`src/rtl/rhc_pkg.sv`:
```
// shared types and constants of the rgb to hsv converter
package rhc_pkg;

  localparam int CHAN_W   = 8;
  localparam int QUO_W    = 15;
  localparam int DVD_W    = CHAN_W + QUO_W;
  localparam int NUM_CELLS = QUO_W;

  localparam int LANE_HUE  = 0;
  localparam int LANE_SAT  = 1;
  localparam int NUM_LANES = 2;

  localparam logic [QUO_W-1:0] HUE_FULL = 15'd23040;
  localparam logic [QUO_W-1:0] PCT_FULL = 15'd25600;

  // hue arithmetic in 1/64 degree, signed wide enough for 23040 * 255
  localparam logic signed [24:0] HUE_SIXTH_S     = 25'sd3840;
  localparam logic signed [24:0] HUE_THIRD_S     = 25'sd7680;
  localparam logic signed [24:0] HUE_TWO_THIRD_S = 25'sd15360;
  localparam logic signed [24:0] HUE_FULL_S      = 25'sd23040;

  localparam logic [DVD_W-1:0]  PCT_MUL  = 23'd25600;

  // value = 100 * max + round(100 * max / 255), the fraction by reciprocal
  localparam logic [QUO_W-1:0]  VAL_STEP = 15'd100;
  localparam logic [QUO_W-1:0]  VAL_HALF = 15'd127;
  localparam logic [QUO_W-1:0]  VAL_ONE  = 15'd1;

  // one long division: partial remainder, divisor, and a word that
  // shifts dividend bits out at the top and quotient bits in at the bottom
  typedef struct packed {
    logic [CHAN_W-1:0] rem;
    logic [CHAN_W-1:0] dvsr;
    logic [QUO_W-1:0]  word;
  } rhc_lane_t;

  // hue and saturation lanes; the saturation divisor also carries max
  typedef struct packed {
    rhc_lane_t [NUM_LANES-1:0] lane;
    logic                      gray;
    logic                      black;
  } rhc_stage_t;

endpackage

```
`src/rtl/rhc_ifs.sv`:
```
// pixel and hsv stream interfaces
interface rhc_in_if;
  logic       valid;
  logic       ready;
  logic [7:0] red_in;
  logic [7:0] green_in;
  logic [7:0] blue_in;

  modport source (output valid, output red_in, output green_in, output blue_in, input ready);
  modport sink (input valid, input red_in, input green_in, input blue_in, output ready);
endinterface

interface rhc_out_if;
  logic        valid;
  logic        ready;
  logic [14:0] hue_out;
  logic [14:0] saturation_out;
  logic [14:0] value_out;

  modport source (output valid, output hue_out, output saturation_out, output value_out,
                  input ready);
  modport sink (input valid, input hue_out, input saturation_out, input value_out,
                output ready);
endinterface

```
`src/rtl/rhc_front.sv`:
```
// max/min/delta search and dividend setup for the division lanes
module rhc_front (
  input  logic                clk,
  input  logic                rst_n,
  input  logic                valid_i,
  output logic                ready_o,
  input  logic [7:0]          red_i,
  input  logic [7:0]          green_i,
  input  logic [7:0]          blue_i,
  output logic                valid_o,
  input  logic                ready_i,
  output rhc_pkg::rhc_stage_t stage_o
);
  import rhc_pkg::*;

  logic                    valid_r;
  logic                    valid_nxt;
  rhc_stage_t              stage_r;
  rhc_stage_t              stage_nxt;
  logic                    red_max;
  logic                    grn_max;
  logic [CHAN_W-1:0]       mx;
  logic [CHAN_W-1:0]       mn;
  logic [CHAN_W-1:0]       delta;
  logic signed [CHAN_W:0]  num_s;
  logic signed [24:0]      dl_s;
  logic signed [24:0]      t_s;
  logic [DVD_W-1:0]        dvd_hue;
  logic [DVD_W-1:0]        dvd_sat;

  assign ready_o   = !valid_r || ready_i;
  assign valid_nxt = ready_o ? valid_i : valid_r;

  always_comb begin
    red_max = (red_i >= green_i) && (red_i >= blue_i);
    grn_max = !red_max && (green_i >= blue_i);
    if (red_max) begin
      mx    = red_i;
      num_s = $signed({1'b0, green_i}) - $signed({1'b0, blue_i});
    end else if (grn_max) begin
      mx    = green_i;
      num_s = $signed({1'b0, blue_i}) - $signed({1'b0, red_i});
    end else begin
      mx    = blue_i;
      num_s = $signed({1'b0, red_i}) - $signed({1'b0, green_i});
    end
    mn = red_i;
    if (green_i < mn) mn = green_i;
    if (blue_i < mn) mn = blue_i;
    delta = mx - mn;

    dl_s = $signed({17'b0, delta});
    t_s  = HUE_SIXTH_S * 25'(num_s);
    if (grn_max) begin
      t_s = t_s + HUE_THIRD_S * dl_s;
    end else if (!red_max) begin
      t_s = t_s + HUE_TWO_THIRD_S * dl_s;
    end
    // negative hue wraps once around the circle
    if (t_s < 0) begin
      t_s = t_s + HUE_FULL_S * dl_s;
    end
    dvd_hue = t_s[DVD_W-1:0];
    dvd_sat = PCT_MUL * {{QUO_W{1'b0}}, delta};

    // top dividend bits are below the divisor, so they seed the remainder
    stage_nxt.lane[LANE_HUE].rem  = dvd_hue[DVD_W-1:QUO_W];
    stage_nxt.lane[LANE_HUE].word = dvd_hue[QUO_W-1:0];
    stage_nxt.lane[LANE_HUE].dvsr = delta;
    stage_nxt.lane[LANE_SAT].rem  = dvd_sat[DVD_W-1:QUO_W];
    stage_nxt.lane[LANE_SAT].word = dvd_sat[QUO_W-1:0];
    stage_nxt.lane[LANE_SAT].dvsr = mx;
    stage_nxt.gray  = (delta == '0);
    stage_nxt.black = (mx == '0);
  end

  always_ff @(posedge clk) begin
    if (!rst_n) begin
      valid_r <= 1'b0;
    end else begin
      valid_r <= valid_nxt;
    end
  end

  always_ff @(posedge clk) begin
    if (valid_i && ready_o) begin
      stage_r <= stage_nxt;
    end
  end

  assign valid_o = valid_r;
  assign stage_o = stage_r;

  a_black_is_gray: assert property (@(posedge clk) disable iff (!rst_n)
    (valid_r && stage_r.black) |-> stage_r.gray)
    else $error("black pixel without zero delta");

endmodule

```
`src/rtl/rhc_div_cell.sv`:
```
// one restoring division step on each of the two lanes
module rhc_div_cell (
  input  logic                clk,
  input  logic                rst_n,
  input  logic                valid_i,
  output logic                ready_o,
  input  rhc_pkg::rhc_stage_t stage_i,
  output logic                valid_o,
  input  logic                ready_i,
  output rhc_pkg::rhc_stage_t stage_o
);
  import rhc_pkg::*;

  logic        valid_r;
  logic        valid_nxt;
  rhc_stage_t  stage_r;
  rhc_stage_t  stage_nxt;
  logic [CHAN_W:0] acc;
  logic [CHAN_W:0] diff;
  logic            fits;

  assign ready_o   = !valid_r || ready_i;
  assign valid_nxt = ready_o ? valid_i : valid_r;

  always_comb begin
    acc       = '0;
    diff      = '0;
    fits      = 1'b0;
    stage_nxt = stage_i;
    for (int k = 0; k < NUM_LANES; k++) begin
      acc  = {stage_i.lane[k].rem, stage_i.lane[k].word[QUO_W-1]};
      diff = acc - {1'b0, stage_i.lane[k].dvsr};
      fits = (acc >= {1'b0, stage_i.lane[k].dvsr});
      stage_nxt.lane[k].rem  = fits ? diff[CHAN_W-1:0] : acc[CHAN_W-1:0];
      stage_nxt.lane[k].word = {stage_i.lane[k].word[QUO_W-2:0], fits};
    end
  end

  always_ff @(posedge clk) begin
    if (!rst_n) begin
      valid_r <= 1'b0;
    end else begin
      valid_r <= valid_nxt;
    end
  end

  always_ff @(posedge clk) begin
    if (valid_i && ready_o) begin
      stage_r <= stage_nxt;
    end
  end

  assign valid_o = valid_r;
  assign stage_o = stage_r;

endmodule

```
`src/rtl/rhc_round.sv`:
```
// round to nearest, apply gray/black/wrap cases, value from max, output register
module rhc_round (
  input  logic                clk,
  input  logic                rst_n,
  input  logic                valid_i,
  output logic                ready_o,
  input  rhc_pkg::rhc_stage_t stage_i,
  output logic                valid_o,
  input  logic                ready_i,
  output logic [14:0]         hue_o,
  output logic [14:0]         sat_o,
  output logic [14:0]         val_o
);
  import rhc_pkg::*;

  logic             valid_r;
  logic             valid_nxt;
  logic [QUO_W-1:0] hue_r;
  logic [QUO_W-1:0] hue_nxt;
  logic [QUO_W-1:0] sat_r;
  logic [QUO_W-1:0] sat_nxt;
  logic [QUO_W-1:0] val_r;
  logic [QUO_W-1:0] val_nxt;
  logic [QUO_W-1:0] rnd [NUM_LANES];
  logic [QUO_W-1:0] val_lin;
  logic [QUO_W-1:0] val_x;
  logic [QUO_W-1:0] val_q;

  assign ready_o   = !valid_r || ready_i;
  assign valid_nxt = ready_o ? valid_i : valid_r;

  always_comb begin
    // round up when twice the remainder reaches the divisor
    for (int k = 0; k < NUM_LANES; k++) begin
      rnd[k] = stage_i.lane[k].word + QUO_W'({stage_i.lane[k].rem, 1'b0} >=
                                             {1'b0, stage_i.lane[k].dvsr});
    end
    if (stage_i.gray || rnd[LANE_HUE] == HUE_FULL) begin
      hue_nxt = '0;
    end else begin
      hue_nxt = rnd[LANE_HUE];
    end
    sat_nxt = stage_i.black ? '0 : rnd[LANE_SAT];

    // max rides along as the saturation divisor; x / 255 via (x + 1 + x/256) / 256
    val_lin = {{(QUO_W-CHAN_W){1'b0}}, stage_i.lane[LANE_SAT].dvsr} * VAL_STEP;
    val_x   = val_lin + VAL_HALF;
    val_q   = (val_x + VAL_ONE + (val_x >> CHAN_W)) >> CHAN_W;
    val_nxt = val_lin + val_q;
  end

  always_ff @(posedge clk) begin
    if (!rst_n) begin
      valid_r <= 1'b0;
    end else begin
      valid_r <= valid_nxt;
    end
  end

  always_ff @(posedge clk) begin
    if (valid_i && ready_o) begin
      hue_r <= hue_nxt;
      sat_r <= sat_nxt;
      val_r <= val_nxt;
    end
  end

  assign valid_o = valid_r;
  assign hue_o   = hue_r;
  assign sat_o   = sat_r;
  assign val_o   = val_r;

  a_hue_range: assert property (@(posedge clk) disable iff (!rst_n)
    valid_r |-> (hue_r < HUE_FULL))
    else $error("hue word past full circle");

  a_sat_range: assert property (@(posedge clk) disable iff (!rst_n)
    valid_r |-> (sat_r <= PCT_FULL))
    else $error("saturation word above full scale");

  a_val_range: assert property (@(posedge clk) disable iff (!rst_n)
    valid_r |-> (val_r <= PCT_FULL))
    else $error("value word above full scale");

endmodule

```
`src/rtl/rgb_to_hsv_converter.sv`:
```
// rgb to hsv converter top level: front stage, division cell chain, rounding stage
//
// in_px carries one 8-bit rgb pixel per word; out_hsv returns hue in 1/64
// degree and saturation and value in 1/256 percent, one word per pixel, in
// order. Both channels use valid/ready; a word moves when both are high.
// The block is a pipeline of 17 registered stages: the front stage finds
// max, min and delta and sets up two dividends, a chain of 15 identical
// cells each resolves one quotient bit for hue and saturation at once, and
// a last stage rounds to nearest, works out value from the max channel and
// holds the output word.
// Throughput is one pixel per cycle while out_hsv.ready stays high, set
// by the one-bit-per-cell division chain.
// Each stage takes a new word when it is empty or its successor takes its
// word, so bubbles close up: with out_hsv.ready low the block still accepts
// pixels until all 17 stages are full, then in_px.ready drops.
// Synchronous reset clears every stage valid bit; the data registers are
// not reset, and the block accepts pixels in the first cycle after reset.
module rgb_to_hsv_converter (
  input  logic      clk,
  input  logic      rst_n,
  rhc_in_if.sink    in_px,
  rhc_out_if.source out_hsv
);
  import rhc_pkg::*;

  rhc_stage_t chain_d   [NUM_CELLS+1];
  logic       chain_v   [NUM_CELLS+1];
  logic       chain_rdy [NUM_CELLS+1];

  rhc_front u_front (
    .clk     (clk),
    .rst_n   (rst_n),
    .valid_i (in_px.valid),
    .ready_o (in_px.ready),
    .red_i   (in_px.red_in),
    .green_i (in_px.green_in),
    .blue_i  (in_px.blue_in),
    .valid_o (chain_v[0]),
    .ready_i (chain_rdy[0]),
    .stage_o (chain_d[0])
  );

  for (genvar i = 0; i < NUM_CELLS; i++) begin : g_cell
    rhc_div_cell u_cell (
      .clk     (clk),
      .rst_n   (rst_n),
      .valid_i (chain_v[i]),
      .ready_o (chain_rdy[i]),
      .stage_i (chain_d[i]),
      .valid_o (chain_v[i+1]),
      .ready_i (chain_rdy[i+1]),
      .stage_o (chain_d[i+1])
    );
  end

  rhc_round u_round (
    .clk     (clk),
    .rst_n   (rst_n),
    .valid_i (chain_v[NUM_CELLS]),
    .ready_o (chain_rdy[NUM_CELLS]),
    .stage_i (chain_d[NUM_CELLS]),
    .valid_o (out_hsv.valid),
    .ready_i (out_hsv.ready),
    .hue_o   (out_hsv.hue_out),
    .sat_o   (out_hsv.saturation_out),
    .val_o   (out_hsv.value_out)
  );

endmodule
```
`src/flat_wrapper.sv`:
```
// flat-port wrapper written by rule: the top's interface ports become plain ports
module rgb_to_hsv_converter_flat import rhc_pkg::*;
  (clk, rst_n, in_px_valid, in_px_red_in, in_px_green_in, in_px_blue_in, in_px_ready, out_hsv_valid, out_hsv_hue_out, out_hsv_saturation_out, out_hsv_value_out, out_hsv_ready);
  rhc_in_if in_px_i ();
  rhc_out_if out_hsv_i ();
  input  logic clk;
  input  logic rst_n;
  input wire logic [$bits(in_px_i.valid)-1:0] in_px_valid;
  input wire logic [$bits(in_px_i.red_in)-1:0] in_px_red_in;
  input wire logic [$bits(in_px_i.green_in)-1:0] in_px_green_in;
  input wire logic [$bits(in_px_i.blue_in)-1:0] in_px_blue_in;
  output wire logic [$bits(in_px_i.ready)-1:0] in_px_ready;
  output wire logic [$bits(out_hsv_i.valid)-1:0] out_hsv_valid;
  output wire logic [$bits(out_hsv_i.hue_out)-1:0] out_hsv_hue_out;
  output wire logic [$bits(out_hsv_i.saturation_out)-1:0] out_hsv_saturation_out;
  output wire logic [$bits(out_hsv_i.value_out)-1:0] out_hsv_value_out;
  input wire logic [$bits(out_hsv_i.ready)-1:0] out_hsv_ready;
  assign in_px_i.valid = in_px_valid;
  assign in_px_i.red_in = in_px_red_in;
  assign in_px_i.green_in = in_px_green_in;
  assign in_px_i.blue_in = in_px_blue_in;
  assign in_px_ready = in_px_i.ready;
  assign out_hsv_valid = out_hsv_i.valid;
  assign out_hsv_hue_out = out_hsv_i.hue_out;
  assign out_hsv_saturation_out = out_hsv_i.saturation_out;
  assign out_hsv_value_out = out_hsv_i.value_out;
  assign out_hsv_i.ready = out_hsv_ready;
  rgb_to_hsv_converter u_core (.clk(clk), .rst_n(rst_n), .in_px(in_px_i), .out_hsv(out_hsv_i));
endmodule
```
`config.mk`:
```
export PLATFORM = sky130hd
export DESIGN_NAME = rgb_to_hsv_converter_flat
export DESIGN_NICKNAME = d
export VERILOG_FILES = /design/src/rtl/rhc_pkg.sv /design/src/rtl/rhc_ifs.sv /design/src/rtl/rhc_front.sv /design/src/rtl/rhc_div_cell.sv /design/src/rtl/rhc_round.sv /design/src/rtl/rgb_to_hsv_converter.sv /design/src/flat_wrapper.sv
export SDC_FILE = /design/constraint.sdc
export NUM_CORES = 2
export LEC_CHECK = 0
export ABC_AREA = 1
export BUFFER_PORTS_ARGS = -buffer_cell sky130_fd_sc_hd__buf_2
export CAP_MARGIN = 0
export CORE_ASPECT_RATIO = 1.2
export CORE_MARGIN = 2
export CORE_UTILIZATION = 51
export DETAILED_ROUTE_END_ITERATION = 10
export PLACE_DENSITY = 0.69
export SLEW_MARGIN = 40
export SYNTH_ARGS = -nofsm -noshare
export SYNTH_HDL_FRONTEND = slang
export SYNTH_SLANG_ARGS = --single-unit
export TNS_END_PERCENT = 5
```
`constraint.sdc`:
```
create_clock -name clk -period 9.1 [get_ports clk]
set_input_delay 0.455 -clock clk [delete_from_list [all_inputs] [get_ports clk]]
set_output_delay 0.455 -clock clk [all_outputs]
set_load 0.005 [all_outputs]
```
==> flow_metrics.py <==
metrics = {
    "outcome": {
        "outcome": "finished clean",
    },
    "worst_setup_path": {
        "crit_buf_inv": 15,
        "startpoint_type": "input port",
        "cp_data_arrival_time_ns": 8.70,
        "crit_family": "adder cells",
        "crit_required_ns": 9.51,
        "crit_path_top_delay_cell": "fa_1",
        "slowest_delay_ns": 0.51,
        "cp-end-kind": "register",
        "crit_type": "input port to register",
        "r2r_slack_ns": 2.36,
        "timing.critical_path.fanout_max": 16,
    },
    "cells_and_area": {
        "fin_area_um2": 53730,
        "area_growth_pct": 11.87,
        "drive_gt1_share_pct": 9.557,
        "diodes": 0,
        "nFillCells": 7712,
        "finalNetCount": 5199,
    },
    "timing": {
        "rsz0062_at_grt": "false",
        "min_period_ns": 8.296,
        "slew_headroom_pct": 45.91,
        "slew_violations": 0,
        "max_freq_mhz": 120.5,
        "fin_crit_sh_pct": 91.16,
        "worst_pin_slew_ns": 0.8084,
        "finalHoldViolCount": 0,
        "setup_violations": 0,
        "tns_ns": 0,
        "clock_skew_ns": 0.01866,
    },
    "routing": {
        "via_count": 30430,
        "ant_nets": 0,
        "drtPass1Iterations": 6,
        "wl_per_cell_um": 14.26,
        "drc_errors": 0,
        "routed_via_density": 5.116,
        "wl_um": 84840,
        "detail_route.iter0.violations": 1103,
    },
    "synthesis": {
        "synth_largest_area_cell": "edfxtp_1",
        "synth_area_um2": 48030,
        "ys_types": 56,
        "yosysMostFrequentCell": "edfxtp_1",
        "ys.warnings.count": 0,
        "ys.flop_type": "edfxtp_1",
        "async_reset_ff_share_pct": 0,
        "ys_seq_elements": 877,
        "synth_nets": 4955,
        "synth.area.top_cells": "edfxtp_1 54%, ha_1 12%, inv_1 5.8%, a21oi_1 3.6%, nor2_1 3.6%",
        "ys_seq_area_share_pct": 54.48,
        "synth_edf_count": 860,
        "synth.top_cell.area_share_pct": 53.77,
        "yosys-top-cells-count": "860 x edfxtp_1, 737 x inv_1, 468 x ha_1",
        "avgSynthCellArea_um2": 10.96,
        "syn-instance-count": 4384,
    },
    "grt": {
        "grt_pass1_wl_um": 142200,
        "grt_max_degree": 65,
        "antenna_found_initial": 0,
        "grt_usage_pct": 17.82,
        "grt_pass1_vias": 31270,
        "gr-total-overflow": 0,
    },
    "cts": {
        "cts_buffers": 83,
        "clk_pin_slew_worst_paths_ns": 0.06,
        "root_buffer": "clkbuf_16",
        "cts_tree": "done",
        "clock_latency_ns": 0.65,
        "cts_buffer_depth": 3,
        "htree_levels": 3,
        "cts.sinks": 877,
    },
    "run": {
        "cap_violations": 0,
    },
    "floorplan": {
        "rows": 123,
        "ios": 75,
        "initial_utilization_pct": 51.33,
        "dieArea_um2": 96650,
        "core_area_um2": 93570,
        "die_x_um": 284.1,
        "die_y_um": 340.2,
    },
    "place": {
        "gp_congestion": 0.9022,
        "port-buffer-count": 74,
        "place_hpwl_um": 66240,
        "place_area_um2": 50810,
    },
    "min_path": {
        "hp-class": "input port to register",
    },
}
==> layer usage <==
| layer | share of wire [%] | up-vias | global-route usage, % |
|---|---|---|---|
| met3 | 2.7 | 194 | 2.098 |
| met4 | 3.5 | 0 | 7.412 |
| met2 | 58 | 425 | 37.43 |
| met1 | 36 | 14350 | 16.92 |
| li1 | - | 15460 | - |
| met5 | 0 | - | 0 |
==> tightest hold or removal path: stages <==
cell     delay [ns]
buf_2          0.08
nor2_2         0.05
inv_2          0.06
a21oi_1        0.05
==> registers in the layout (all words and copies together) (netlist names) <==
register / cells
u_core.g_cell.u_cell.valid_o: 15
u_core.u_round.hue_o: 15
u_core.u_round.val_o: 15
u_core.u_front.valid_o: 1
u_core.u_round.valid_o: 1
u_core.g_cell.u_cell.stage_o: 772
u_core.u_front.stage_o: 43
u_core.u_round.sat_o: 15
==> final cells by class <==
cell class                      instances  area [µm²]  area share, %
Clock buffer                          102        2200          4.094
Timing Repair Buffer                  204        1349          2.510
Inverter                              750        2828          5.263
Clock inverter                         53       623.1          1.160
Multi-Input combinational cell       2712       19000          35.36
Sequential cell                       877       26170          48.70
Tap cell                             1250        1564          2.911
==> cell usage in the layout, fill, tap and decap left out, drive strengths merged, types with 16 or more instances in the layout <==
cell	Yosys	final
edfxtp	860	860
inv	747	748
fa	75	75
nand2	459	459
clkbuf	39	102
buf	6	204
nor2	479	479
xor2	191	191
a31oi	16	16
ha	468	468
xnor2	87	87
dfxtp	17	17
o31ai	23	23
o21bai	17	17
o21ai	242	242
clkinv	3	39
nand3	98	98
nor3	44	44
nand4	46	46
a21oi	349	349
==> stage by stage <==
| step | hold slack (ns) | utilization (%) | setup WS, ns | cells |
|---|---|---|---|---|
| 2_1_floorplan | 0.4003 | - | 0.06600 | 4384 |
| 3_3_place_gp | 0.4001 | 54.27 | 0.03472 | 5787 |
| 3_5_place_dp | 0.4045 | 54.30 | -0.1209 | 5791 |
| 4_1_cts | 0.07731 | 57.32 | 0.5154 | 5946 |
| 5_1_grt | 0.1254 | 57.42 | 0.01235 | 5948 |
| 6_report | 0.1158 | 57.42 | 0.8040 | 5948 |
==> worst paths after layout <==
kind	from	to	cells after the start
worst max-delay path	in_px_green_in[5]	u_core.u_front.stage_o[32]$_DFFE_PP_	57
worst min-delay path	out_hsv_ready	u_core.u_round.valid_o$_SDFFE_PN0P_	4
worst max register to register	u_core.g_cell[14].u_cell.stage_o[50]$_DFFE_PP_	u_core.u_round.val_o[14]$_DFFE_PP_	35
worst min register to register	u_core.g_cell[6].u_cell.stage_o[34]$_DFFE_PP_	u_core.g_cell[7].u_cell.stage_o[35]$_DFFE_PP_	0
==> logic make-up (layout without fill, tap and decap cells) <==
group / count (synthesis) / after routing / share of synthesized area (%)
simple gates: 1162 / 1162 / 10.43
flops: 877 / 877 / 54.48
buf+inv: 795 / 1109 / 6.302
compound gates: 729 / 729 / 8.399
fa+ha+maj: 543 / 543 / 15.32
xor+xnor: 278 / 278 / 5.070
==> what timing repair did <==
item | in CTS | in global routing
hold buffers | 0 | 0
gates resized for setup | 0 | 21
buffers inserted | 0 | 1
setup endpoints to repair | 0 | 4
Power is not shown: default switching activity piles up to over one toggle a cycle in this logic, so the estimate is an artifact.
